**config.mk**
```make
export PLATFORM = sky130hd
export DESIGN_NAME = gradient_line_generator_core
export DESIGN_NICKNAME = d
export VERILOG_FILES = /design/src/rtl/glg_pkg.sv /design/src/rtl/glg_divider.sv /design/src/rtl/gradient_line_generator_core.sv
export SDC_FILE = /design/constraint.sdc
export NUM_CORES = 1
export LEC_CHECK = 0
export ABC_AREA = 0
export CAP_MARGIN = 20
export CORE_MARGIN = 10
export CORE_UTILIZATION = 50
export CTS_CLUSTER_DIAMETER = 80
export DETAILED_ROUTE_END_ITERATION = 10
export DONT_BUFFER_PORTS = 1
export GPL_TIMING_DRIVEN = 0
export HOLD_SLACK_MARGIN = 0.06
export PLACE_DENSITY_LB_ADDON = 0.12
export SLEW_MARGIN = 15
export SYNTH_ARGS = -nofsm -noshare
export SYNTH_HDL_FRONTEND = slang
export SYNTH_HIERARCHICAL = 1
export SYNTH_SLANG_ARGS = --single-unit
export TNS_END_PERCENT = 30
```
**constraint.sdc**
```tcl
create_clock -name clk -period 13.6 [get_ports clk]
set_input_delay 1.36 -clock clk [delete_from_list [all_inputs] [get_ports clk]]
set_output_delay 1.36 -clock clk [all_outputs]
set_load 0.01 [all_outputs]
```
**src/rtl/glg_pkg.sv**
```systemverilog
package glg_pkg;

    localparam int IDX_W      = 10;
    localparam int COL_W      = 24;
    localparam int LEVEL_W    = 8;
    localparam int DIVIDEND_W = 16;
    localparam int DIVISOR_W  = 10;
    localparam int STEP_W     = 17;
    localparam int SUM_W      = 18;
    localparam int CFG_IDX_W  = 3;
    localparam int CFG_DATA_W = 24;

    localparam logic [CFG_IDX_W-1:0] REG_RECT_X       = 3'd0;
    localparam logic [CFG_IDX_W-1:0] REG_RECT_Y       = 3'd1;
    localparam logic [CFG_IDX_W-1:0] REG_RECT_WIDTH   = 3'd2;
    localparam logic [CFG_IDX_W-1:0] REG_RECT_HEIGHT  = 3'd3;
    localparam logic [CFG_IDX_W-1:0] REG_DIRECTION    = 3'd4;
    localparam logic [CFG_IDX_W-1:0] REG_FIRST_COLOUR = 3'd5;
    localparam logic [CFG_IDX_W-1:0] REG_LAST_COLOUR  = 3'd6;

    localparam logic [1:0] CH_RED   = 2'd0;
    localparam logic [1:0] CH_GREEN = 2'd1;
    localparam logic [1:0] CH_BLUE  = 2'd2;

    typedef struct packed {
        logic start;
    } div_ctrl_t;

    typedef struct packed {
        logic busy;
        logic done;
    } div_status_t;

    function automatic logic [LEVEL_W-1:0] chan_byte(input logic [COL_W-1:0] colour,
                                                     input logic [1:0] ch);
        logic [LEVEL_W-1:0] res;
        case (ch)
            CH_RED:   res = colour[23:16];
            CH_GREEN: res = colour[15:8];
            default:  res = colour[7:0];
        endcase
        return res;
    endfunction

endpackage

```
**src/rtl/glg_divider.sv**
```systemverilog
module glg_divider
    import glg_pkg::*;
(
    input  logic                  clk,
    input  logic                  rst_n,
    input  div_ctrl_t             ctrl,
    input  logic [DIVIDEND_W-1:0] dividend,
    input  logic [DIVISOR_W-1:0]  divisor,
    output div_status_t           status,
    output logic [DIVIDEND_W-1:0] quotient
);

    localparam int CNT_W = $clog2(DIVIDEND_W);

    logic                  busy_reg, busy_next;
    logic                  done_reg, done_next;
    logic [CNT_W-1:0]      cnt_reg, cnt_next;
    logic [DIVISOR_W-1:0]  rem_reg, rem_next;
    logic [DIVIDEND_W-1:0] num_reg, num_next;
    logic [DIVIDEND_W-1:0] quo_reg, quo_next;
    logic [DIVISOR_W-1:0]  divisor_reg, divisor_next;
    logic [DIVISOR_W:0]    trial;
    logic                  fits;

    assign trial = {rem_reg, num_reg[DIVIDEND_W-1]};
    assign fits  = trial >= {1'b0, divisor_reg};

    always_comb
    begin
        busy_next    = busy_reg;
        done_next    = 1'b0;
        cnt_next     = cnt_reg;
        rem_next     = rem_reg;
        num_next     = num_reg;
        quo_next     = quo_reg;
        divisor_next = divisor_reg;
        if (ctrl.start)
        begin
            busy_next    = 1'b1;
            cnt_next     = '0;
            rem_next     = '0;
            num_next     = dividend;
            quo_next     = '0;
            divisor_next = divisor;
        end
        else if (busy_reg)
        begin
            rem_next = fits ? DIVISOR_W'(trial - {1'b0, divisor_reg}) : trial[DIVISOR_W-1:0];
            quo_next = {quo_reg[DIVIDEND_W-2:0], fits};
            num_next = {num_reg[DIVIDEND_W-2:0], 1'b0};
            cnt_next = CNT_W'(cnt_reg + 1'b1);
            if (cnt_reg == CNT_W'(DIVIDEND_W - 1))
            begin
                busy_next = 1'b0;
                done_next = 1'b1;
            end
        end
    end

    always_ff @(posedge clk or negedge rst_n)
    begin
        if (!rst_n)
        begin
            busy_reg <= 1'b0;
            done_reg <= 1'b0;
            cnt_reg  <= '0;
        end
        else
        begin
            busy_reg <= busy_next;
            done_reg <= done_next;
            cnt_reg  <= cnt_next;
        end
    end

    always_ff @(posedge clk)
    begin
        rem_reg     <= rem_next;
        num_reg     <= num_next;
        quo_reg     <= quo_next;
        divisor_reg <= divisor_next;
    end

    assign status.busy = busy_reg;
    assign status.done = done_reg;
    assign quotient    = quo_reg;

endmodule

```
**src/rtl/gradient_line_generator_core.sv**
```systemverilog
// Restart: each channel step runs start, 16 shared serial divider steps, then capture, for
// red, green and blue in turn before the result is loaded. An advance steps one channel a
// cycle, then loads; with no active fill or at the last line it loads a zeroed, invalid result.
// Transactions are handled one at a time; the next is accepted the cycle after the result
// is loaded, and loading waits while out_stall holds a pending result. Reset (rst_n, async,
// active low) clears control state and registers to defaults; width and height reset to 1.
module gradient_line_generator_core
    import glg_pkg::*;
#(
    parameter int MAX_DIM = 512
)
(
    input  logic                  clk,
    input  logic                  rst_n,
    input  logic                  cfg_we,
    input  logic [CFG_IDX_W-1:0]  cfg_index,
    input  logic [CFG_DATA_W-1:0] cfg_data,
    input  logic                  in_valid,
    output logic                  in_stall,
    input  logic                  restart,
    output logic                  out_valid,
    input  logic                  out_stall,
    output logic                  line_valid,
    output logic [9:0]            line_x,
    output logic [9:0]            line_y,
    output logic [9:0]            line_width,
    output logic [9:0]            line_height,
    output logic [COL_W-1:0]      line_colour,
    output logic                  last_line
);

    typedef enum logic [4:0] {
        ST_IDLE      = 5'b00001,
        ST_DIV_START = 5'b00010,
        ST_DIV_WAIT  = 5'b00100,
        ST_ADVANCE   = 5'b01000,
        ST_OUTPUT    = 5'b10000
    } state_t;

    state_t state_reg, state_next;

    logic [8:0]       rect_x_reg, rect_y_reg;
    logic [9:0]       rect_width_reg, rect_height_reg;
    logic             direction_reg;
    logic [COL_W-1:0] first_colour_reg, last_colour_reg;

    logic [IDX_W-1:0]   line_index_reg, line_index_next;
    logic               fill_active_reg, fill_active_next;
    logic               zero_reg, zero_next;
    logic [1:0]         ch_reg, ch_next;
    logic               sign_reg, sign_next;
    logic [STEP_W-1:0]  step_reg  [3];
    logic [STEP_W-1:0]  acc_reg   [3];
    logic [LEVEL_W-1:0] level_reg [3];

    logic             out_valid_reg, out_valid_next;
    logic             line_valid_reg;
    logic [9:0]       line_x_reg, line_y_reg, line_width_reg, line_height_reg;
    logic [COL_W-1:0] line_colour_reg;
    logic             last_line_reg;
    logic             load_out;

    div_ctrl_t             div_ctrl;
    div_status_t           div_status;
    logic [DIVIDEND_W-1:0] div_quotient;

    function automatic logic [9:0] clamp_dim(input logic [9:0] v);
        logic [9:0] res;
        if (v == '0)
            res = 10'd1;
        else if (32'(v) > MAX_DIM)
            res = 10'(MAX_DIM);
        else
            res = v;
        return res;
    endfunction

    logic [9:0]         width_c, height_c, count_c;
    logic               at_end;
    logic [LEVEL_W-1:0] first_byte, last_byte;
    logic [8:0]         diff;
    logic [LEVEL_W-1:0] diff_mag;
    logic [STEP_W-1:0]  step_new;

    logic [SUM_W-1:0]   sum;
    logic               sum_neg;
    logic [SUM_W-1:0]   sum_mag;
    logic [LEVEL_W-1:0] whole;
    logic [LEVEL_W-1:0] frac;
    logic [STEP_W-1:0]  acc_new;
    logic [LEVEL_W-1:0] level_new;
    logic               adv_step;
    logic               div_capture;

    assign width_c  = clamp_dim(rect_width_reg);
    assign height_c = clamp_dim(rect_height_reg);
    assign count_c  = direction_reg ? height_c : width_c;
    assign at_end   = ({1'b0, line_index_reg} + 11'd1) >= {1'b0, count_c};

    assign first_byte = chan_byte(first_colour_reg, ch_reg);
    assign last_byte  = chan_byte(last_colour_reg, ch_reg);
    assign diff       = {1'b0, last_byte} - {1'b0, first_byte};
    assign diff_mag   = diff[8] ? LEVEL_W'(-diff) : diff[7:0];
    assign step_new   = sign_reg ? STEP_W'(-{1'b0, div_quotient}) : {1'b0, div_quotient};

    assign sum     = {acc_reg[ch_reg][STEP_W-1], acc_reg[ch_reg]}
                   + {step_reg[ch_reg][STEP_W-1], step_reg[ch_reg]};
    assign sum_neg = sum[SUM_W-1];
    assign sum_mag = sum_neg ? SUM_W'(-sum) : sum;
    assign whole   = sum_mag[15:8];
    assign frac    = sum_mag[7:0];
    assign acc_new = sum_neg ? STEP_W'(-{9'd0, frac}) : {9'd0, frac};
    assign level_new = sum_neg ? LEVEL_W'(level_reg[ch_reg] - whole)
                               : LEVEL_W'(level_reg[ch_reg] + whole);

    assign div_ctrl.start = (state_reg == ST_DIV_START);
    assign div_capture    = (state_reg == ST_DIV_WAIT) && div_status.done;
    assign adv_step       = (state_reg == ST_ADVANCE);
    assign load_out       = (state_reg == ST_OUTPUT) && (!out_valid_reg || !out_stall);

    glg_divider u_div (
        .clk      (clk),
        .rst_n    (rst_n),
        .ctrl     (div_ctrl),
        .dividend ({diff_mag, 8'd0}),
        .divisor  (count_c),
        .status   (div_status),
        .quotient (div_quotient)
    );

    always_comb
    begin
        state_next       = state_reg;
        line_index_next  = line_index_reg;
        fill_active_next = fill_active_reg;
        zero_next        = zero_reg;
        ch_next          = ch_reg;
        sign_next        = sign_reg;
        out_valid_next   = out_valid_reg;
        if (out_valid_reg && !out_stall)
            out_valid_next = 1'b0;
        unique case (state_reg)
            ST_IDLE:
            begin
                if (in_valid)
                begin
                    ch_next   = CH_RED;
                    zero_next = 1'b0;
                    if (restart)
                        state_next = ST_DIV_START;
                    else if (!fill_active_reg || at_end)
                    begin
                        fill_active_next = 1'b0;
                        zero_next        = 1'b1;
                        state_next       = ST_OUTPUT;
                    end
                    else
                        state_next = ST_ADVANCE;
                end
            end
            ST_DIV_START:
            begin
                sign_next  = diff[8];
                state_next = ST_DIV_WAIT;
            end
            ST_DIV_WAIT:
            begin
                if (div_status.done)
                begin
                    if (ch_reg == CH_BLUE)
                    begin
                        line_index_next  = '0;
                        fill_active_next = (count_c > 10'd1);
                        state_next       = ST_OUTPUT;
                    end
                    else
                    begin
                        ch_next    = ch_reg + 2'd1;
                        state_next = ST_DIV_START;
                    end
                end
            end
            ST_ADVANCE:
            begin
                if (ch_reg == CH_BLUE)
                begin
                    line_index_next  = line_index_reg + 1'b1;
                    fill_active_next = !(({1'b0, line_index_reg} + 11'd2) >= {1'b0, count_c});
                    state_next       = ST_OUTPUT;
                end
                else
                    ch_next = ch_reg + 2'd1;
            end
            ST_OUTPUT:
            begin
                if (load_out)
                begin
                    out_valid_next = 1'b1;
                    state_next     = ST_IDLE;
                end
            end
            default:
                state_next = ST_IDLE;
        endcase
    end

    always_ff @(posedge clk or negedge rst_n)
    begin
        if (!rst_n)
        begin
            state_reg        <= ST_IDLE;
            line_index_reg   <= '0;
            fill_active_reg  <= 1'b0;
            zero_reg         <= 1'b0;
            ch_reg           <= CH_RED;
            sign_reg         <= 1'b0;
            out_valid_reg    <= 1'b0;
            rect_x_reg       <= '0;
            rect_y_reg       <= '0;
            rect_width_reg   <= 10'd1;
            rect_height_reg  <= 10'd1;
            direction_reg    <= 1'b0;
            first_colour_reg <= '0;
            last_colour_reg  <= '0;
            for (int i = 0; i < 3; i++)
            begin
                step_reg[i]  <= '0;
                acc_reg[i]   <= '0;
                level_reg[i] <= '0;
            end
        end
        else
        begin
            state_reg       <= state_next;
            line_index_reg  <= line_index_next;
            fill_active_reg <= fill_active_next;
            zero_reg        <= zero_next;
            ch_reg          <= ch_next;
            sign_reg        <= sign_next;
            out_valid_reg   <= out_valid_next;
            if (cfg_we)
            begin
                unique case (cfg_index)
                    REG_RECT_X:       rect_x_reg       <= cfg_data[8:0];
                    REG_RECT_Y:       rect_y_reg       <= cfg_data[8:0];
                    REG_RECT_WIDTH:   rect_width_reg   <= cfg_data[9:0];
                    REG_RECT_HEIGHT:  rect_height_reg  <= cfg_data[9:0];
                    REG_DIRECTION:    direction_reg    <= cfg_data[0];
                    REG_FIRST_COLOUR: first_colour_reg <= cfg_data;
                    REG_LAST_COLOUR:  last_colour_reg  <= cfg_data;
                    default:          ;
                endcase
            end
            if (div_capture)
            begin
                step_reg[ch_reg]  <= step_new;
                acc_reg[ch_reg]   <= '0;
                level_reg[ch_reg] <= first_byte;
            end
            else if (adv_step)
            begin
                acc_reg[ch_reg]   <= acc_new;
                level_reg[ch_reg] <= level_new;
            end
        end
    end

    always_ff @(posedge clk)
    begin
        if (load_out)
        begin
            if (zero_reg)
            begin
                line_valid_reg  <= 1'b0;
                line_x_reg      <= '0;
                line_y_reg      <= '0;
                line_width_reg  <= '0;
                line_height_reg <= '0;
                line_colour_reg <= '0;
                last_line_reg   <= 1'b0;
            end
            else
            begin
                line_valid_reg  <= 1'b1;
                line_x_reg      <= {1'b0, rect_x_reg} + (direction_reg ? '0 : line_index_reg);
                line_y_reg      <= {1'b0, rect_y_reg} + (direction_reg ? line_index_reg : '0);
                line_width_reg  <= direction_reg ? width_c : 10'd1;
                line_height_reg <= direction_reg ? 10'd1 : height_c;
                line_colour_reg <= {level_reg[0], level_reg[1], level_reg[2]};
                last_line_reg   <= at_end;
            end
        end
    end

    assign in_stall    = (state_reg != ST_IDLE);
    assign out_valid   = out_valid_reg;
    assign line_valid  = line_valid_reg;
    assign line_x      = line_x_reg;
    assign line_y      = line_y_reg;
    assign line_width  = line_width_reg;
    assign line_height = line_height_reg;
    assign line_colour = line_colour_reg;
    assign last_line   = last_line_reg;

endmodule
```
==> metrics.csv, run 1 <==
metric,value,unit
fin_nets,2038,
cts_tree,built,
cp_slowest_cell,buf_1,
path_delay_family,compound AO/OA/AOI/OAI gates,
critPathLaunchType,flop,
coreArea,38500,sq um
start_util,50.4,%
fill_cells,3424,
cts_setup_buffers,0,
syn_inst,1855,
diodes,0,
place_ws,6270,ps
vdd_drop_max,0.120,mV
die_width,217,microns
cts_max_level,2,
clock_sinks,358,
finalHoldViolCount,0,
antenna_found_initial,1,
drt_first_pass_iters,8,
first_iter_violations,1137,
num_vias,14199,
io_pins,101,
yosys_warnings,6,
area_growth,10.4,%
viasPerCell,5.78,
drc,0,
wire_per_inst,21.0,microns
setup_ws,6190,ps
max_stage_delay,860,ps
clockRootBuffer,clkbuf_16,
drv_cap,0,
grt_start_max_net_pins,241,
clock_skew,22.3,ps
cts-resized-gates,0,
ant_nets,0,
grt_overflow,0,
min_path_type,flop to flop,
post-route-period-util,54.5,%
clkLatencyLatePin,570,ps
rows,72,
cts_buffer_depth,3,
syn_area,19400,sq um
p_leak,9.40,nW
crit_cells,26,
setup_tns,0,ps
power.density,187,nW/um^2
portBuffers,0,
die-area,47100,sq um
drv_slew,0,
top_layer_used,met5,
critical_path_class,flop to flop,
endpoint_kind,flop,
hpwl,38.0,mm
cts_hold_buf,0,
setup-violations-final,0,
fin_crit,7410,ps
hold_path_depth,1,
stdcell_area,21400,sq um
wl_met1,21.9,mm
required,14070,ps
fp.dieH,217,microns
rsz0062_at_grt,no,
syn_avg_cell_area,10.5,sq um
critical_path_arrival,7880,ps
grt_pass1_vias,14278,
fmax,135,MHz
dpl_cell_area,20100,sq um
worst_slew_pin_slew,1120,ps
worstPathMaxFanout,10,
crit_buf_inv,5,
wl_met2,24.8,mm
grt_pass1_wl,81.1,mm
worst-r2r-cell-count,26,
cts_buffers,40,
status,completed,
place_congestion,0.896,
routed_wl,51.5,mm
final_core_utilization,55.7,%
grt_use_total,21.8,%
r2r_slack,6190,ps
met3WireLength,2.98,mm
clk_pin_slew_worst_paths,60,ps
slew_headroom,24.0,%
drive_above_1_share,10.6,%
## routing by layer
| layer | vias to the layer above | global-route usage [%] |
|---|---|---|
| met1 | 6997 | 27.1 |
| met2 | 360 | 36.7 |
| met3 | 87 | 4.29 |
| met4 | 2 | 8.72 |
| li1 | 6753 | - |
| met5 | - | 0 |
## layout make-up
type                    instances  area, sq um  share of cell area [%]
flip-flops and latches        358         9290                    43.4
plain buffers                  93          403                    1.88
well taps                     518          648                    3.03
repair buffers                  4         52.6                   0.245
clock buffers                  62         1200                    5.59
inverters                      70          263                    1.23
clock inverters                 9         76.3                   0.356
multi-input cells            1341         9490                    44.3
## final timing paths
check,start,end
setup / recovery,ch_reg[1],level_reg[7]
hold / removal,acc_reg[29],acc_reg[29]
setup reg to reg,ch_reg[1],level_reg[7]
hold reg to reg,acc_reg[29],acc_reg[29]
max in group asynchronous,rst_n,rect_height_reg[0]
min in group asynchronous,rst_n,level_reg[11]
## worst reg2reg max path, cell delays in order, from the launching register on
cell	delay, ps
dfrtp_1	360
clkbuf_1	520
buf_1	860
mux2i_1	180
o21ai_0	600
ha_1	360
a21o_1	200
a221o_1	400
a22oi_2	330
a31oi_4	220
buf_4	230
o21bai_1	170
xor2_1	220
inv_1	70
ha_1	260
mux2_2	300
inv_2	50
ha_1	200
nor2b_1	120
o21ai_0	200
a21oi_1	120
o21ai_0	160
nand2b_1	70
a21oi_1	270
xnor2_1	160
xnor3_1	470
o221ai_1	190
## where the power goes
part / leakage [nW] / switching, mW / total [mW] / internal [mW]
clock: 0.625 / 0.436 / 1.06 / 0.623
combinational: 4.52 / 0.882 / 1.47 / 0.591
sequential: 4.25 / 0.143 / 1.47 / 1.32
total: 9.40 / 1.46 / 4.00 / 2.54
## metrics by stage
stage | cells | hold slack, ps | power, mW
CTS | 2455 | 470 | 4.02
finish | 2455 | 476 | 4.00
global placement | 2380 | 458 | 2.91
floorplan | 1862 | 449 | 2.54
detailed placement | 2384 | 465 | 2.94
global route | 2455 | 475 | 4.25
## cells in the final DEF (no fill, tap or decap), types with 12 or more instances in the layout
cell type / count
mux2i_1: 65
and3_1: 14
nor2_1: 104
a21o_1: 56
nand3_1: 31
nor2b_1: 49
edfxtp_1: 92
nand2b_1: 17
xor2_1: 47
xnor2_1: 49
nor3_1: 24
inv_1: 69
a211oi_1: 12
clkbuf_1: 85
dfrtp_1: 237
dfxtp_1: 26
a22o_1: 29
nand2_1: 199
and2_1: 29
o21ai_0: 159
a21oi_1: 67
clkbuf_16: 42
mux2_2: 95
ha_1: 91
No activity file was read; power rests on OpenSTA's default activity.
==> inputs of run 2 (changes only) <==
==> constraint.sdc (replaced) <==
create_clock -name clk -period 7.65 [get_ports clk]
set_input_delay 0.765 -clock clk [delete_from_list [all_inputs] [get_ports clk]]
set_output_delay 0.765 -clock clk [all_outputs]
set_load 0.01 [all_outputs]
==> run 2 against run 1 <==
Clock skew down 3.4 ps. Highest routed layer unchanged. Worst hold slack worse by 330 ps. Sequential share of layout area decreased by 0.14 points. Global-route usage grew 0.12 points. Setup slack got worse by 5600 ps. Sequential power rose by 78%. Via count increased by 0.18%. Clock-buffer cell count unchanged. Power up 78%. Die area is the same. Non-clock buffer count grew 3. Utilization is 0.18 points higher.
==> metrics.csv, run 2 (same netlist as run 1, synthesis figures left out) <==
metric,value,unit,change
wire_per_inst,21.1,microns,+0.46%
clkLatencyLatePin,560,ps,about the same
dp.cells,2384,,unchanged
viasPerCell,5.79,,about the same
endpoint_kind,flop,,
setup-violations-final,0,,unchanged
die-area,47100,sq um,unchanged
fin_crit,7080,ps,-330 ps
start_util,50.4,%,unchanged
area_growth,10.8,%,
worst_slew_pin_slew,1130,ps,+4.28 ps
rows,72,,unchanged
coreArea,38500,sq um,unchanged
critical_path_class,flop to flop,,
grt_pass1_vias,14312,,+0.24%
clock_skew,18.8,ps,-3.42 ps
min_path_type,input pin to asynchronous set/reset pin,,
grt_start_max_net_pins,238,,-1.2%
cts_setup_buffers,0,,unchanged
setup_ws,569,ps,-5620 ps
layout_commonest_cell,dfrtp_1,,
drv_cap,0,,unchanged
grtUsageMet1,27.1,%,about the same
routed_wl,51.8,mm,+0.59%
post-route-period-util,92.6,%,+38 points
ant_nets,0,,unchanged
setup_tns,0,ps,unchanged
drv_slew,0,,unchanged
busiest_layer,met2,,
drc,0,,unchanged
cts_max_level,2,,unchanged
clk_pin_slew_worst_paths,60,ps,about the same
critical_path_arrival,7550,ps,-330 ps
fp.dieH,217,microns,unchanged
fin_cells,2458,,+0.12%
fill_cells,3419,,-0.15%
drive_above_1_share,10.9,%,+0.29 points
cp_slowest_cell,xnor3_1,,
rsz0062_at_grt,no,,
antenna_found_initial,1,,unchanged
clock_sinks,358,,unchanged
final_cell_mix,"dfrtp_1 (237), nand2_1 (199), o21ai_0 (159)",,
vdd_drop_max,0.211,mV,+76%
cts_buffer_depth,3,,unchanged
max_stage_delay,470,ps,-390 ps
final_core_utilization,55.9,%,+0.18 points
report.power.total,7.13,mW,+78%
diodes,0,,unchanged
die_width,217,microns,unchanged
power.density,332,nW/um^2,+78%
hpwl,38.0,mm,unchanged
p_leak,9.44,nW,+0.46%
critPathLaunchType,flop,,
num_vias,14225,,+0.18%
place_ws,320,ps,-5950 ps
status,completed,,
io_pins,101,,unchanged
grt_pass1_wl,81.4,mm,+0.39%
clockRootBuffer,clkbuf_16,,
first_iter_violations,1169,,+2.8%
grt.met3_usage,4.49,%,+0.21 points
cts_buffers,40,,unchanged
finalHoldViolCount,0,,unchanged
cts_tree,built,,
grt_use_total,21.9,%,+0.12 points
slew_headroom,23.7,%,-0.29 points
grtUsageMet2,36.8,%,+0.083 points
place_congestion,0.896,,unchanged
portBuffers,0,,unchanged
worstPathMaxFanout,10,,unchanged
required,8120,ps,-5950 ps
grt_overflow,0,,unchanged
fmax,141,MHz,+4.7%
fin_nets,2041,,+0.15%
drt_first_pass_iters,5,,-3
-- run 2: repair_timing --
item                                    in CTS  in global routing
hold buffers                                 2                  0
endpoints found under the hold margin      237                  0
endpoints found under the setup margin       0                  3
gates resized for setup                      0                  8
-- run 2: worst max-delay path, delay by kind of cell, from the launching register on --
kind                       cells  cell delay [ps]
and+or+nand+nor                4              710
adders and majority gates      3              850
AOI/OAI and AO/OA             11             2520
buffers and inverters          6             1360
muxes                          1              300
DFF                            1              360
xor gates and xnor gates       3              850
-- run 2: routing by layer --
| layer | wire length (microns) | share of wire (%) |
|---|---|---|
| met1 | 21900 | 42 |
| met3 | 3030 | 5.9 |
| met2 | 25000 | 48 |
| met5 | 12 | 0.023 |
| met4 | 1840 | 3.6 |
-- run 2: path summary, 6_finish.rpt --
check,to,slack [ps],depth (start not counted),start
worst max-delay path,level_reg[7],570,28,ch_reg[0]
worst min-delay path,acc_reg[0],140,1,rst_n
worst max register to register,level_reg[7],570,28,ch_reg[0]
worst min register to register,acc_reg[29],480,1,acc_reg[29]
max in group asynchronous,step_reg[36],6460,2,rst_n
min in group clk,rect_width_reg[5],330,2,cfg_data[5]
-- run 2: metrics by stage --
stage	instance area [sq um]	hold slack (ps)
floorplan	19400	449
global placement	20100	458
detailed placement	20100	465
CTS	21500	308
global route	21500	175
finish	21500	144
-- run 2: final cells by class --
type / count / area (sq um) / area share (%)
clock buffers: 62 / 1200 / 5.57
inverters: 70 / 263 / 1.22
multi-input cells: 1341 / 9490 / 44.1
plain buffers: 93 / 408 / 1.90
flip-flops and latches: 358 / 9290 / 43.2
repair buffers: 7 / 118 / 0.547
clock inverters: 9 / 76.3 / 0.355
well taps: 518 / 648 / 3.02
-- run 2: where the power goes --
group	switching, mW	internal [mW]	leakage [nW]
Clock	0.770	1.11	0.625
Sequential	0.255	2.35	4.25
Combinational	1.59	1.05	4.56
